### src/rtl/trz_pkg.sv
// ----------------------------------------------------------------------------
// trz_pkg
// Shared constants, opcodes and sequencer states of the triangle rasterizer.
// ----------------------------------------------------------------------------
package trz_pkg;

    localparam int SCREEN_WIDTH  = 64;
    localparam int SCREEN_HEIGHT = 64;
    localparam int DEPTH_BITS    = 16;

    localparam int PIXELS = SCREEN_WIDTH * SCREEN_HEIGHT;
    localparam int XW     = $clog2(SCREEN_WIDTH);
    localparam int YW     = $clog2(SCREEN_HEIGHT);
    localparam int AW     = $clog2(PIXELS);

    localparam int CW     = 12;   // screen coordinate width
    localparam int ZW     = 16;   // vertex depth width
    localparam int COLW   = 24;   // color width
    localparam int CNTW   = 13;   // written count width
    localparam int EW     = 13;   // edge vector width
    localparam int WW     = 30;   // edge weight width
    localparam int PRW    = 48;   // product / accumulator width
    localparam int DVW    = 27;   // divisor (absolute area) width
    localparam int QW     = 49;   // dividend / quotient width

    localparam logic [CNTW-1:0] COUNT_MAX = '1;

    localparam logic [DEPTH_BITS-1:0] DEPTH_LOW = {1'b1, {(DEPTH_BITS-1){1'b0}}};
    localparam logic [DEPTH_BITS-1:0] DEPTH_HIGH = {1'b0, {(DEPTH_BITS-1){1'b1}}};
    localparam logic [QW-1:0] DEPTH_MAG_NEG = QW'(64'd1 << (DEPTH_BITS - 1));
    localparam logic [QW-1:0] DEPTH_MAG_POS = DEPTH_MAG_NEG - QW'(1);

    typedef enum logic [1:0] {
        OP_CLEAR = 2'd0,
        OP_DRAW  = 2'd1,
        OP_READ  = 2'd2,
        OP_NOP   = 2'd3
    } op_t;

    typedef enum logic [4:0] {
        ST_IDLE,
        ST_CLEAR,
        ST_RADDR,
        ST_RDATA,
        ST_A0,
        ST_A1,
        ST_A2,
        ST_BOX,
        ST_BOX2,
        ST_PD,
        ST_M0,
        ST_M1,
        ST_M2,
        ST_M3,
        ST_M4,
        ST_PW,
        ST_PT,
        ST_N0,
        ST_N1,
        ST_N2,
        ST_N3,
        ST_DIVS,
        ST_DIVW,
        ST_SAT,
        ST_PRD,
        ST_PCMP,
        ST_PNEXT,
        ST_FINISH
    } state_t;

endpackage

### src/rtl/trz_div.sv
// ----------------------------------------------------------------------------
// trz_div
// Unsigned restoring divider, one quotient bit per cycle.
// ----------------------------------------------------------------------------
module trz_div (
    input  logic                      clk,
    input  logic                      rst_n,
    input  logic                      start,
    input  logic [trz_pkg::QW-1:0]    dividend,
    input  logic [trz_pkg::DVW-1:0]   divisor,
    output logic                      done,
    output logic [trz_pkg::QW-1:0]    quotient
);
    localparam int CTW = $clog2(trz_pkg::QW + 1);

    logic [trz_pkg::DVW-1:0] rem_reg;
    logic [trz_pkg::DVW-1:0] dsr_reg;
    logic [trz_pkg::QW-1:0]  quo_reg;
    logic [CTW-1:0]          cnt_reg;
    logic                    busy_reg;
    logic                    done_reg;

    logic [trz_pkg::DVW:0]   shifted;
    logic [trz_pkg::DVW:0]   diff;

    assign shifted = {rem_reg, quo_reg[trz_pkg::QW-1]};
    assign diff    = shifted - {1'b0, dsr_reg};

    always_ff @(posedge clk or negedge rst_n)
    begin
        if (!rst_n)
        begin
            busy_reg <= 1'b0;
            done_reg <= 1'b0;
            cnt_reg  <= '0;
        end
        else
        begin
            done_reg <= 1'b0;
            if (start)
            begin
                busy_reg <= 1'b1;
                cnt_reg  <= CTW'(trz_pkg::QW);
            end
            else if (busy_reg)
            begin
                cnt_reg <= cnt_reg - CTW'(1);
                if (cnt_reg == CTW'(1))
                begin
                    busy_reg <= 1'b0;
                    done_reg <= 1'b1;
                end
            end
        end
    end

    always_ff @(posedge clk)
    begin
        if (start)
        begin
            rem_reg <= '0;
            dsr_reg <= divisor;
            quo_reg <= dividend;
        end
        else if (busy_reg)
        begin
            // keep the trial difference when it does not borrow
            if (!diff[trz_pkg::DVW])
            begin
                rem_reg <= diff[trz_pkg::DVW-1:0];
                quo_reg <= {quo_reg[trz_pkg::QW-2:0], 1'b1};
            end
            else
            begin
                rem_reg <= shifted[trz_pkg::DVW-1:0];
                quo_reg <= {quo_reg[trz_pkg::QW-2:0], 1'b0};
            end
        end
    end

    assign done     = done_reg;
    assign quotient = quo_reg;
endmodule

### config.mk
export PLATFORM = sky130hd
export DESIGN_NAME = trz_div
export DESIGN_NICKNAME = d
export VERILOG_FILES = /design/src/rtl/trz_pkg.sv /design/src/rtl/trz_div.sv
export SDC_FILE = /design/constraint.sdc
export NUM_CORES = 1
export LEC_CHECK = 0
export ABC_CLOCK_PERIOD_IN_PS = 3150
export BUFFER_PORTS_ARGS = -buffer_cell sky130_fd_sc_hd__buf_4
export CAP_MARGIN = 25
export CORE_ASPECT_RATIO = 0.8
export CORE_MARGIN = 2
export CORE_UTILIZATION = 40
export DETAILED_ROUTE_END_ITERATION = 10
export GPL_ROUTABILITY_DRIVEN = 0
export HOLD_SLACK_MARGIN = 0.05
export PLACE_DENSITY_LB_ADDON = 0.05
export SLEW_MARGIN = 20
export SYNTH_ARGS = -nofsm -noshare
export SYNTH_HDL_FRONTEND = slang
export SYNTH_SLANG_ARGS = --single-unit
### constraint.sdc
create_clock -name clk -period 3.15 [get_ports clk]
set_input_delay 0.63 -clock clk [delete_from_list [all_inputs] [get_ports clk]]
set_output_delay 0.63 -clock clk [all_outputs]
set_load 0.005 [all_outputs]
==> out/summary.txt, run 1 <==
status - complete, no violations
worst-path maximum fanout - 3
Max IR drop VDD - 0.239 mV
synthesis-to-finish area growth - 27.0%
EDFF count, synth - 76
Worst-Margin Slew - 0.713 ns
synth warn - 0
remaining global-route overflow - 0
CTS Buf Count - 9
sequential share of the synthesized area - 0.502
synth unique cells - 60
max FFs per register - 49
total power draw - 3.52 mW
Pre-Repair DR Iteration Count - 4
Syn Inst Count - 548
most common cell in the netlist - edfxtp_1
CP arrival - 3.28 ns
cell mode on critical path - inv_1
CTS tree - yes
Placed Cells - 855
Core Footprint - 14900 um^2
vias in the first global route - 4547
die footprint - 16100 um^2
Clock Skews - 0.00660 ns
WL/cell - 15.8 um
clock slew at reported path FFs - 0.07 ns
max-slew violations - 0
unrepaired setup endpoints after global routing - yes
Post-CTS Hold Buffers - 0
endpoints failing setup - 0
Synth top area share - 0.379
Hold Path Class - input pin to async pin
antenna viol nets, final - 0
Synth Register Bits - 111
nets - 787
CP cell instances - inv_1 > ha_1 > inv_1 > fa_1 > a21o_1 > a221o_1 > o31ai_4 > a21oi_2 > nor4_1 > a2111oi_2 > and4bb_2 > a311o_1
share of cells above drive strength 1 - 0.331
worst-skew pair later-pin latency - 0.36 ns
f_max - 0.330 GHz
via count - 4631
Avg Inst Size Synth - 11.0 um^2
FILL cells - 1356
total of max-cap violations - 0
drc violations - 0
largest net degree at the start of global routing - 79
sum of negative setup slack - 0 ns
Final Hold Vio Count - 0
Initial DRC Count - 261
first-pass GRT wire length - 22600 um
Net Count, Synth - 657
multi-input logic area - 2820 um^2
area leader, netlist - edfxtp_1
CP endpoint kind - register
Startpoint Class - register
antenna violations before repair - 0
kind of critical path - register to register
Tcrit/Tclk final - 0.963
Die Ht - 114 um
commonest cells in the netlist - edfxtp_1 (76), nand2_1 (53), mux2_2 (49), nor2_1 (44), inv_1 (30)
initial core utilization - 0.405
IO Pins - 129
Root Driver - clkbuf_16
CTS max path bufs - 2
clock sinks - 111
# rows - 40
Leakage - 3.23 nW
Inserted Diodes - 0
Die X - 141 um
HPWL after detailed placement - 9670 um
most area-consuming cells after synthesis - edfxtp_1 (38%), mux2_2 (9.2%), dfxtp_1 (9.0%)
Main synth FF type - edfxtp_1
Async SR Flop Fraction - 0.0721
FF/Latch Area - 3020 um^2
final cell count without fillers - 872
Power Dens Cells - 459 nW/um^2
Total GRT Usage - 0.176
IO Port Bufs - 128
Largest stage delay, worst path - 0.39 ns
CTS H-tree depth - 3
Mapped Area - 6030 um^2
slowest stage cell, crit path - edfxtp_1
Final Util - 0.515
slew margin rel. - 0.522
Routed Wire Length - 13800 um
CP required - 3.39 ns
Via-to-Cell Ratio - 5.31
fin crit period - 3.03 ns
[repair_timing]
item | 4_1_cts | 5_1_grt
pin swaps | 0 | 2
resized for setup | 2 | 7
cloned | 0 | 0
endpoints found under the setup margin | 2 | 7
buffers inserted | 0 | 1
[cells by family after synthesis]
| family | count (synthesis) | synth area share |
|---|---|---|
| flip-flops | 111 | 0.502 |
| AND/OR/NAND/NOR | 157 | 0.120 |
| XOR/XNOR | 28 | 0.0432 |
| AO/OA/AOI/OAI | 113 | 0.140 |
| multiplexers | 50 | 0.0932 |
| adder cells (fa/ha/maj) | 30 | 0.0635 |
| buffers and inverters | 59 | 0.0384 |
[report_power, final]
group | internal (mW) | switching [mW]
logic | 0.300 | 0.228
registers | 1.68 | 0.0584
clock network | 0.704 | 0.543
[final timing paths]
path / startpoint / endpoint / slack, ns / cells after the start
max in group asynchronous: rst_n / cnt_reg[4]$_DFFE_PN0P_ / 2.95 / 1
max reg2reg: quotient[48]$_DFFE_PP_ / rem_reg[26]$_SDFFE_PP0P_ / 0.12 / 12
max: quotient[48]$_DFFE_PP_ / rem_reg[26]$_SDFFE_PP0P_ / 0.12 / 12
min in group clk: divisor[2] / dsr_reg[2]$_DFFE_PP_ / 0.44 / 1
min reg2reg: rem_reg[13]$_SDFFE_PP0P_ / rem_reg[14]$_SDFFE_PP0P_ / 0.50 / 2
min: rst_n / cnt_reg[0]$_DFFE_PN0P_ / 0.08 / 1
[metal layers]
layer  vias to the layer above  part of all wire  GRT usage
li1                       2310                 -          -
met1                      2204              0.48      0.246
met2                       106              0.45      0.276
met3                        11             0.052     0.0424
met4                         0            0.0087     0.0480
met5                         -                 0          0
[cell type report]
cell class                      instances  area share
Tap cell                              189      0.0309
Timing Repair Buffer                  146       0.148
Inverter                               32      0.0157
Clock inverter                          6      0.0119
Clock buffer                           10      0.0299
Sequential cell                       111       0.395
Multi-Input combinational cell        378       0.368
[placed cells by master, fill, tap and decap left out, types with 7 or more instances in the layout]
master       n
and3_1       9
mux2_2      49
nor2_1      44
dfrtp_1      8
a311oi_1    17
xor2_1       9
a21o_1      10
a31oi_1      8
nand3_1      7
xnor2_1     17
inv_1       30
nor3_1      15
dfxtp_1     27
ha_1        29
nand2_1     52
buf_4      143
nand4_1      7
a21oi_1     21
edfxtp_1    76
clkbuf_16    9
o21ai_0     10
[per-stage QoR]
step / setup slack (ns) / hold WS (ns) / area (um^2)
global route: -0.0329 / 0.0657 / 7650
finish: 0.117 / 0.0762 / 7650
floorplan: 0.115 / 0.334 / 6030
detailed placement: -0.0358 / 0.456 / 7280
global placement: 0.123 / 0.452 / 7280
CTS: 0.0289 / 0.0657 / 7610
[critical path, delay by kind of cell (launching register included)]
family	cells	cell delay (ns)
AOI/OAI and AO/OA	6	1.26
adders and majority gates	2	0.54
buffers and inverters	2	0.14
DFF	1	0.39
and+or+nand+nor	2	0.59
No activity file was read; power rests on OpenSTA's default activity.
==> run 2, diff against run 1 <==
--- a/config.mk
+++ b/config.mk
@@ -9,7 +9,6 @@
 export BUFFER_PORTS_ARGS = -buffer_cell sky130_fd_sc_hd__buf_4
 export CAP_MARGIN = 25
 export CORE_ASPECT_RATIO = 0.8
-export CORE_MARGIN = 2
 export CORE_UTILIZATION = 40
 export DETAILED_ROUTE_END_ITERATION = 10
 export GPL_ROUTABILITY_DRIVEN = 0
==> run 2 against run 1 <==
Against the previous run: the run now ends with DRC left; count of clock-buffer cells in the layout fell by 1; power barely moved; sequential share of layout area fell by 0.26 points; global-route usage rose by 0.60 points.
==> out/summary.txt, run 2 (synthesis results as in run 1) <==
worst-skew pair later-pin latency - 0.36 ns
nets - 791
remaining global-route overflow - 0
kind of critical path - register to register
Total GRT Usage - 0.182
Highest Signal Layer - met4
status - complete, but fails checks
share of cells above drive strength 1 - 0.342
max-slew violations - 0
Placed Cells - 853
IO Pins - 129
Pre-Repair DR Iteration Count - 10
Die Ht - 112 um
FILL cells - 1336
unrepaired setup endpoints after global routing - yes
wire length on met2 - 6030 um
first-pass GRT wire length - 22400 um
logic gate share of total power - 0.152
HPWL after detailed placement - 9440 um
initial core utilization - 0.416
FF/Latch Area - 3020 um^2
Hold Path Class - input pin to async pin
fin crit period - 3.01 ns
final cell count without fillers - 871
sw frac - 0.251
Initial DRC Count - 281
commonest non-fill, non-tap cell in the layout - buf_4
largest net degree at the start of global routing - 105
max FFs per register - 49
Die X - 139 um
Max IR drop VDD - 0.245 mV
Post-CTS Hold Buffers - 0
vias in the first global route - 4422
final setup margin - 0.136 ns
Inserted Diodes - 0
worst-path maximum fanout - 4
# rows - 39
synthesis-to-finish area growth - 27.8%
metal3 WL - 676 um
slew margin rel. - 0.559
Reg power frac - 0.495
clock sinks - 111
total of max-cap violations - 0
Root Driver - clkbuf_16
Leakage - 3.26 nW
NetSw - 0.883 mW
Core Footprint - 14500 um^2
clock slew at reported path FFs - 0.08 ns
drc violations - 6
met1 wire length - 6830 um
CTS H-tree depth - 3
via count - 4594
CTS max path bufs - 2
Final Hold Vio Count - 0
die footprint - 15600 um^2
CTS Buf Count - 9
antenna viol nets, final - 0
CP required - 3.42 ns
CTS tree - yes
WL/cell - 15.7 um
IO Port Bufs - 128
pre-CTS WS - 0.0165 ns
Worst-Margin Slew - 0.655 ns
failing checks - DRC
commonest non-fill, non-tap cells in the layout - buf_4 (147), edfxtp_1 (76), nand2_1 (52), mux2_2 (49), nor2_1 (44)
f_max - 0.332 GHz
CP endpoint kind - register
Tcrit/Tclk final - 0.957
Via-to-Cell Ratio - 5.27
Routed Wire Length - 13700 um
Power Dens Cells - 456 nW/um^2
CP arrival - 3.28 ns
antenna violations before repair - 0
multi-input logic area - 2840 um^2
Startpoint Class - register
Pint - 2.63 mW
Clock Skews - 0.0129 ns
endpoints failing setup - 0
clock share of power - 0.353
==> run 2: area by class of cell <==
type                    instances  share of cell area
inverters                      32              0.0156
multi-input cells             378               0.369
well taps                     184              0.0299
repair buffers                150               0.151
clock inverters                 7              0.0130
clock buffers                   9              0.0292
flip-flops and latches        111               0.393
==> run 2: what timing repair did <==
action                     CTS  global route
hold endpoints to repair     0             0
setup endpoints to repair    0            24
setup buffers                0             2
resized for setup            0            12
==> run 2: layer usage <==
metal / up-vias / track usage
met5: - / 0
met4: 0 / 0.0452
li1: 2309 / -
met2: 96 / 0.264
met3: 11 / 0.0581
met1: 2178 / 0.261
==> run 2: through the flow <==
stage	utilization	instance area (um^2)	hold WS, ns	setup TNS (ns)	total power [mW]
after floorplan	-	6030	0.334	0	2.04
after global placement	0.503	7300	0.453	0	2.29
after detailed placement	0.503	7300	0.455	0	2.29
after CTS	0.526	7620	0.0639	0	3.55
after global routing	0.531	7700	0.0630	-0.0574	3.69
final	0.531	7700	0.0736	0	3.51
==> run 2: critical path, cell delays in order (launching register included) <==
cell,delay [ns]
edfxtp_1,0.40
inv_1,0.10
ha_2,0.18
inv_1,0.05
fa_1,0.38
a21o_1,0.21
a221o_1,0.35
o31ai_4,0.24
a21oi_2,0.12
buf_4,0.17
a311oi_2,0.25
xnor2_1,0.14
nand2_1,0.08
a311oi_1,0.24
==> run 2: path summary, 6_finish.rpt <==
kind	start	to	slack, ns	cells after the start
min in group clk	divisor[12]	dsr_reg[12]$_DFFE_PP_	0.44	1
worst min-delay path	rst_n	cnt_reg[1]$_DFFE_PN0P_	0.07	1
worst max-delay path	quotient[48]$_DFFE_PP_	rem_reg[20]$_SDFFE_PP0P_	0.14	13
max in group asynchronous	rst_n	cnt_reg[2]$_DFFE_PN0P_	2.94	1
worst max register to register	quotient[48]$_DFFE_PP_	rem_reg[20]$_SDFFE_PP0P_	0.14	13
worst min register to register	rem_reg[10]$_SDFFE_PP0P_	rem_reg[11]$_SDFFE_PP0P_	0.50	2
==> run 2: power by group through the flow <==
stage | Clock (mW) | Sequential [mW] | Combinational [mW]
after global routing | 1.35 | 1.76 | 0.587
after floorplan | 0 | 1.77 | 0.272
after detailed placement | 0 | 1.77 | 0.523
after global placement | 0 | 1.77 | 0.522
after CTS | 1.28 | 1.74 | 0.527
final | 1.24 | 1.74 | 0.533
==> run 3, diff against run 2 <==
--- a/config.mk
+++ b/config.mk
@@ -9,7 +9,7 @@
 export BUFFER_PORTS_ARGS = -buffer_cell sky130_fd_sc_hd__buf_4
 export CAP_MARGIN = 25
 export CORE_ASPECT_RATIO = 0.8
-export CORE_UTILIZATION = 40
+export CORE_UTILIZATION = 30
 export DETAILED_ROUTE_END_ITERATION = 10
 export GPL_ROUTABILITY_DRIVEN = 0
 export HOLD_SLACK_MARGIN = 0.05
@@ -18,3 +18,4 @@
 export SYNTH_ARGS = -nofsm -noshare
 export SYNTH_HDL_FRONTEND = slang
 export SYNTH_SLANG_ARGS = --single-unit
+export TNS_END_PERCENT = 30
==> run 3 against run 2 <==
Against the previous run: the run now ends clean; critical path depth is 1 lower; final cell count up 8.5%; die area increased by 33%; count of clock-buffer cells in the layout is the same; global-route usage is 3.9 points lower; clock skew fell by 0.0047 ns; clock power decreased by 7%; core utilization decreased by 13 points; largest cell class unchanged.
==> out/summary.txt, run 3 (synthesis results as in run 1) <==
sum of negative setup slack - 0 ns
CTS max path bufs - 2
Tcrit/Tclk final - 0.937
cell mode on critical path - inv_1
total power draw - 3.43 mW
CP top delay family - compound AO/OA/AOI/OAI gates
max FFs per register - 49
Pint - 2.54 mW
nets - 791
worst-path maximum fanout - 4
worst-skew pair later-pin latency - 0.36 ns
CP startpoint - quotient[48]$_DFFE_PP_
Hold Path Class - input pin to async pin
Startpoint Class - register
Clock Skews - 0.00817 ns
HPWL after detailed placement - 10200 um
commonest non-fill, non-tap cells in the layout - buf_4 (149), edfxtp_1 (76), nand2_1 (52), mux2_2 (49), nor2_1 (44)
post-placement cell area - 7380 um^2
Total GRT Usage - 0.143
Power Dens Cells - 444 nW/um^2
CTS H-tree depth - 3
# Post-CTS Setup Buffers - 0
clock share of power - 0.336
drc violations - 0
NetSw - 0.886 mW
via count - 4616
antenna viol nets, final - 0
max-slew violations - 0
clock sinks - 111
slew margin rel. - 0.571
CTS Buf Count - 9
worst reg-to-reg setup slack - 0.20 ns
Worst-Margin Slew - 0.643 ns
CP arrival - 3.19 ns
reg2reg start - quotient[48]$_DFFE_PP_
kind of critical path - register to register
status - complete, no violations
Pre-Repair DR Iteration Count - 5
antenna violations before repair - 0
Core Footprint - 19300 um^2
die footprint - 20700 um^2
logic gate share of total power - 0.157
Post-CTS Hold Buffers - 0
Die Ht - 129 um
Max IR drop VDD - 0.214 mV
buffers plus inverters on the worst setup path - 2
commonest non-fill, non-tap cell in the layout - buf_4
f_max - 0.339 GHz
Reg power frac - 0.506
CP endpoint kind - register
Inserted Diodes - 0
vias in the first global route - 4400
CP cell instances - inv_1 > ha_1 > inv_1 > fa_1 > a21o_1 > a221o_1 > o31ai_4 > a21oi_2 > nor4_2 > a2111oi_2 > and4bb_2 > a311o_1
synthesis-to-finish area growth - 28.2%
Leakage - 3.24 nW
Largest stage delay, worst path - 0.38 ns
IO Pins - 129
FILL cells - 1900
fin crit period - 2.95 ns
initial core utilization - 0.312
first-pass GRT wire length - 23300 um
design area - 7720 um^2
IO Port Bufs - 128
WL/cell - 15.3 um
sw frac - 0.258
CP required - 3.39 ns
CTS tree - yes
Routed Wire Length - 14500 um
Via-to-Cell Ratio - 4.88
clock slew at reported path FFs - 0.08 ns
unrepaired setup endpoints after global routing - yes
Root Driver - clkbuf_16
total of max-cap violations - 0
remaining global-route overflow - 0
Die X - 160 um
Final Hold Vio Count - 0
Initial DRC Count - 257
share of cells above drive strength 1 - 0.338
endpoints failing setup - 0
largest net degree at the start of global routing - 105
slowest stage cell, crit path - edfxtp_1
# rows - 45
run 3: metal layers:
metal  vias up  share of wire  global-route usage
li1       2312              -                   -
met1      2195           0.49               0.204
met2        96           0.45               0.215
met3        13          0.043              0.0306
met4         0          0.011              0.0420
met5         -              0                   0
run 3: per-stage QoR:
step	hold slack, ns	util	instances	setup WS (ns)
6_report	0.0734	0.400	945	0.200
5_1_grt	0.0565	0.400	945	-0.0127
4_1_cts	0.0574	0.397	945	0.0197
3_5_place_dp	0.456	0.382	929	0.0225
3_3_place_gp	0.455	0.382	929	0.0820
2_1_floorplan	0.334	-	548	0.115
run 3: final timing paths:
check,endpoint,depth (start not counted)
setup / recovery,rem_reg[26]$_SDFFE_PP0P_,12
hold / removal,cnt_reg[1]$_DFFE_PN0P_,1
setup reg to reg,rem_reg[26]$_SDFFE_PP0P_,12
hold reg to reg,rem_reg[11]$_SDFFE_PP0P_,2
max in group asynchronous,done$_DFF_PN0_,1
min in group clk,dsr_reg[3]$_DFFE_PP_,1
run 3: final cells by class:
class,count,area [um^2],share of cell area
Clock buffer,9,225,0.0292
Clock inverter,7,71.3,0.00923
Inverter,32,120,0.0156
Multi-Input combinational cell,378,2820,0.365
Tap cell,258,323,0.0418
Sequential cell,111,3020,0.391
Timing Repair Buffer,150,1140,0.147
run 3: repair_timing:
item                       4_1_cts  5_1_grt
setup endpoints to repair        1       15
gates cloned                     0        0
gates resized for setup          1        8
run 3: power groups by stage:
stage | sequential (mW) | clock [mW] | combinational (mW)
floorplan | 1.77 | 0 | 0.272
global placement | 1.77 | 0 | 0.541
detailed placement | 1.77 | 0 | 0.538
CTS | 1.74 | 1.21 | 0.541
global route | 1.75 | 1.26 | 0.597
finish | 1.74 | 1.15 | 0.540
run 3: worst register-to-register path: cells and delay by family (launching register included):
kind	cells	cell delay, ns
compound gates	6	1.28
simple gates	2	0.49
fa+ha+maj	2	0.54
buf+inv	2	0.15
flops	1	0.38
